--- config.mk ---
export PLATFORM = sky130hd
export DESIGN_NAME = lbbt_coord
export DESIGN_NICKNAME = d
export VERILOG_FILES = /design/src/sv/lbbt_pkg.sv /design/src/sv/lbbt_coord.sv
export SDC_FILE = /design/constraint.sdc
export NUM_CORES = 1
export LEC_CHECK = 0
export BUFFER_PORTS_ARGS = -buffer_cell sky130_fd_sc_hd__buf_2
export CORE_MARGIN = 2
export CORE_UTILIZATION = 40
export DETAILED_ROUTE_END_ITERATION = 7
export GPL_TIMING_DRIVEN = 1
export PLACE_DENSITY = 0.65
export SETUP_SLACK_MARGIN = 0.02
export SKIP_LAST_GASP = 1
export SYNTH_ARGS = -nofsm -noshare
export SYNTH_HDL_FRONTEND = slang
export SYNTH_SLANG_ARGS = --single-unit
export TNS_END_PERCENT = 30
--- constraint.sdc ---
create_clock -name clk -period 3 [get_ports clk]
set_clock_uncertainty 0.2 [all_clocks]
set_input_delay 0.15 -clock clk [delete_from_list [all_inputs] [get_ports clk]]
set_output_delay 0.15 -clock clk [all_outputs]
set_load 0.01 [all_outputs]
--- src/sv/lbbt_pkg.sv ---
// Shared types and constants of the label bounding box tracker.
`default_nettype none

package lbbt_pkg;

    // Parameter defaults
    localparam int MAX_FEATURES_DEF = 4096;
    localparam int COORD_BITS_DEF   = 16;

    // Field widths fixed by the interface
    localparam int LABEL_BITS = 32;
    localparam int INDEX_BITS = 12;
    localparam int SIZE_BITS  = 16;
    localparam int FCNT_BITS  = 13;

    // Commands carried by an item
    typedef enum logic [1:0] {
        CMD_VOXEL  = 2'd0,
        CMD_READ   = 2'd1,
        CMD_CLEAR  = 2'd2,
        CMD_UNUSED = 2'd3
    } cmd_t;

    // Result status codes
    typedef enum logic [1:0] {
        ST_OK      = 2'd0,
        ST_BG      = 2'd1,
        ST_RANGE   = 2'd2,
        ST_IGNORED = 2'd3
    } status_t;

    // Configuration register indexes
    typedef enum logic [1:0] {
        REG_X_SIZE = 2'd0,
        REG_Y_SIZE = 2'd1,
        REG_Z_SIZE = 2'd2,
        REG_FCOUNT = 2'd3
    } reg_idx_t;

    // Register reset values
    localparam logic [SIZE_BITS-1:0] SIZE_RST   = 16'd1;
    localparam logic [FCNT_BITS-1:0] FCOUNT_RST = 13'd4096;

    // Control from the item front end to the coordinate counters
    typedef struct packed {
        logic advance;
        logic restart;
    } coord_ctl_t;

endpackage

`default_nettype wire

--- src/sv/lbbt_coord.sv ---
// Voxel coordinate counters: x fastest, carrying into y then z.
`default_nettype none

module lbbt_coord #(
    parameter int COORD_BITS = lbbt_pkg::COORD_BITS_DEF
) (
    input  wire logic                              clk,
    input  wire logic                              rst_n,
    input  wire lbbt_pkg::coord_ctl_t              ctl,
    input  wire logic [lbbt_pkg::SIZE_BITS-1:0]    x_size,
    input  wire logic [lbbt_pkg::SIZE_BITS-1:0]    y_size,
    input  wire logic [lbbt_pkg::SIZE_BITS-1:0]    z_size,
    output logic      [COORD_BITS-1:0]             col,
    output logic      [COORD_BITS-1:0]             row,
    output logic      [COORD_BITS-1:0]             slice
);

    logic [COORD_BITS-1:0] col_reg, row_reg, slice_reg;
    logic [COORD_BITS-1:0] col_inc, row_inc, slice_inc;
    logic [COORD_BITS-1:0] col_next, row_next, slice_next;
    logic                  col_wrap, row_wrap;

    // size of zero wraps at 2^COORD_BITS naturally
    always_comb
    begin
        col_inc   = col_reg + 1'b1;
        row_inc   = row_reg + 1'b1;
        slice_inc = slice_reg + 1'b1;
        col_wrap  = (col_inc == COORD_BITS'(x_size));
        row_wrap  = (row_inc == COORD_BITS'(y_size));
        col_next  = col_wrap ? '0 : col_inc;
        row_next  = row_reg;
        slice_next = slice_reg;
        if (col_wrap)
        begin
            row_next = row_wrap ? '0 : row_inc;
            if (row_wrap)
            begin
                slice_next = (slice_inc == COORD_BITS'(z_size)) ? '0 : slice_inc;
            end
        end
    end

    always_ff @(posedge clk or negedge rst_n)
    begin
        if (!rst_n)
        begin
            col_reg   <= '0;
            row_reg   <= '0;
            slice_reg <= '0;
        end
        else if (ctl.restart)
        begin
            col_reg   <= '0;
            row_reg   <= '0;
            slice_reg <= '0;
        end
        else if (ctl.advance)
        begin
            col_reg   <= col_next;
            row_reg   <= row_next;
            slice_reg <= slice_next;
        end
    end

    assign col   = col_reg;
    assign row   = row_reg;
    assign slice = slice_reg;

endmodule

`default_nettype wire

==> impl_results.md <==
* Critical Path End Type: flip-flop
* Worst slew pin tran at 1.05 ns
* Worst Hold Class: input pin to flip-flop
* DR WL/cell at 16.6 µm
* Final Hold Fails at 0
* Cell Chain, Critical Path: ha_2, and3_1, nand3_2, nor4_2, o2111ai_1, buf_4, o31ai_2, clkbuf_4, nor2b_1, o21ai_0, o31ai_1
* Post-DP HPWL at 9.02 mm
* Die footprint at 11000 µm²
* WP data arrival at 2.91 ns
* Synth Instances at 469
* Yosys warns at 0
* Share of the synthesized area in the top cell type at 29.4%
* Die Height at 105 µm
* Critical path class: flip-flop to flip-flop
* Clock latency on the worst-skew pair at 0.32 ns
* Final #Nets at 677
* Core Box Area at 9820 µm²
* Antenna violations before repair at 0
* Slew Limit Fails at 0
* Placed instance area at 5020 µm²
* DRT antenna net count at 0
* Drt first pass iters at 5
* Average size of a mapped cell at 8.70 µm²
* Longest Clk Path Bufs at 2
* Peak supply drop at 0.183 mV
* Initial Util at 41.6%
* Synthesis-to-layout area growth at 32.2%
* Max_cap viols at 0
* Root Buffer: clkbuf_8
* Pwr dens at 299 nW/µm²
* Largest cells by area after synthesis: dfrtp_1 (29%), xnor2_1 (8.2%), xor2_1 (4.9%)
* GRT Resource Usage Total at 21.8%
* Final setup viols at 0
* Most common cell after layout, fill and taps aside: buf_2
* Yosys reg bits at 48
* Hold depth at 3
* Final period util at 97.0%
* CTS tree: built
* Final wirelength at 12.6 mm
* Tmin final at 2.91 ns
* # IOs at 100
* Gr ovfl total at 0
* Mapped Nets at 524
* Slowest CP cell: dfrtp_1
* Via count of the routed design at 4382
* # DRC at 0
* Vias in the first global route at 4081
* Via/cell ratio at 5.80
* Initial drt markers at 245
* Ys async rst share at 100%
* Layout cell share with drive strength beyond 1 at 37.1%
* Crit start category: flip-flop
* Register area share after synthesis at 29.4%
* Status: completed
* Htree depth at 2
* Ys flop type: dfrtp_1
* FF-to-FF path depth at 11
* I/O Buffers at 99
* # diodes at 0
* CTS clk-pin slew, worst paths at 0.10 ns
* Post-synth EDFFs at 0
* CP max stage delay at 0.37 ns
* Design Area, Final at 5400 µm²
* Chip Width at 105 µm
* First-pass GRT wire length at 19.9 mm
* RSZ-0062 raised after global routing: true
* Most frequent cells in the layout: buf_2 (100), buf_4 (66), dfrtp_1 (41)
* Leakage power at 0.00250 µW
* WP data required at 3.00 ns
* Largest net degree at the start of global routing at 38
* FP Rows at 36
* Achievable Freq at 0.343 GHz
* Synthesized area at 4080 µm²
* Total power at 1610 µW
* Synth area leader: dfrtp_1
* Yosys cell types at 72
* CTS Sinks at 48
* Number of buffers created by CTS at 5
* Peak fanout along the critical path at 7
* RePlAce Congestion at 0.878
* Slew HR at 29.8%
* Reg-to-reg slack, setup at 0.09 ns
## worst paths after layout
check                         from      end
min in group asynchronous    rst_n   row[5]
min reg2reg                col[15]  col[15]
max                         col[0]  col[12]
max in group asynchronous    rst_n   row[3]
max reg2reg                 col[0]  col[12]
min                         ctl[1]   col[1]
## layout make-up
class / count / area, µm²
fillers: 943 / 4420
multi-input cells: 384 / 2770
flip-flops and latches: 48 / 1210
repair buffers: 176 / 1110
well taps: 133 / 166
clock buffers: 5 / 68.8
clock inverters: 3 / 46.3
inverters: 7 / 26.3
## kinds of logic after synthesis
| family | after synthesis | synth area share (%) |
|---|---|---|
| compound gates | 139 | 25.5 |
| xor+xnor | 61 | 13.1 |
| fa+ha+maj | 3 | 0.920 |
| buf+inv | 37 | 5.27 |
| flops | 48 | 29.4 |
| mux | 9 | 2.30 |
| simple gates | 172 | 23.5 |
## report_power, final
part | internal (µW) | switching (µW)
combinational | 188 | 223
clock | 252 | 259
sequential | 669 | 23.9
total | 1110 | 506
## per-layer routing
layer,track usage (%),part of all wire [%]
met5,0,0
met4,5.71,1.6
met3,2.50,6.0
met2,35.1,46
met1,31.0,46
## critical path: cells and delay by family (launching register included)
family	cells	cell delay (ns)
flip-flops	1	0.37
AND/OR/NAND/NOR	4	0.78
AO/OA/AOI/OAI	4	0.76
adder cells (fa/ha/maj)	1	0.23
buffers and inverters	2	0.45
## per-stage QoR
step / worst slack [ns] / std cells / utilization, % / hold slack [ns] / TNS (ns)
final: 0.0888 / 756 / 55.0 / 0.0503 / 0
after CTS: -0.0461 / 739 / 52.5 / 0.0343 / -0.429
after global placement: -0.0111 / 730 / 51.1 / 0.120 / -0.0128
after floorplan: 0.0218 / 469 / - / -0.346 / 0
after detailed placement: -0.113 / 730 / 51.1 / 0.121 / -1.13
after global routing: -0.0661 / 756 / 55.0 / 0.0564 / -0.765
## timing repair
action,4_1_cts,5_1_grt
setup endpoints to repair,27,47
hold buffers,1,0
endpoints found under the hold margin,36,0
gates resized for setup,4,37
setup buffers,0,13
pin swaps,1,9
gates cloned,0,4
## synth_stat cells, types with 12 or more instances
cell	number
dfrtp_1	48
xnor2_1	38
nor2_1	32
nand2_1	31
o21ai_0	30
xor2_1	23
nand3_1	19
a31oi_1	14
o31ai_1	14
a21oi_1	13
buf_2	13
a22o_1	12
a41oi_1	12
and3_1	12
nand4_1	12
(Power assumes the default switching activity.)
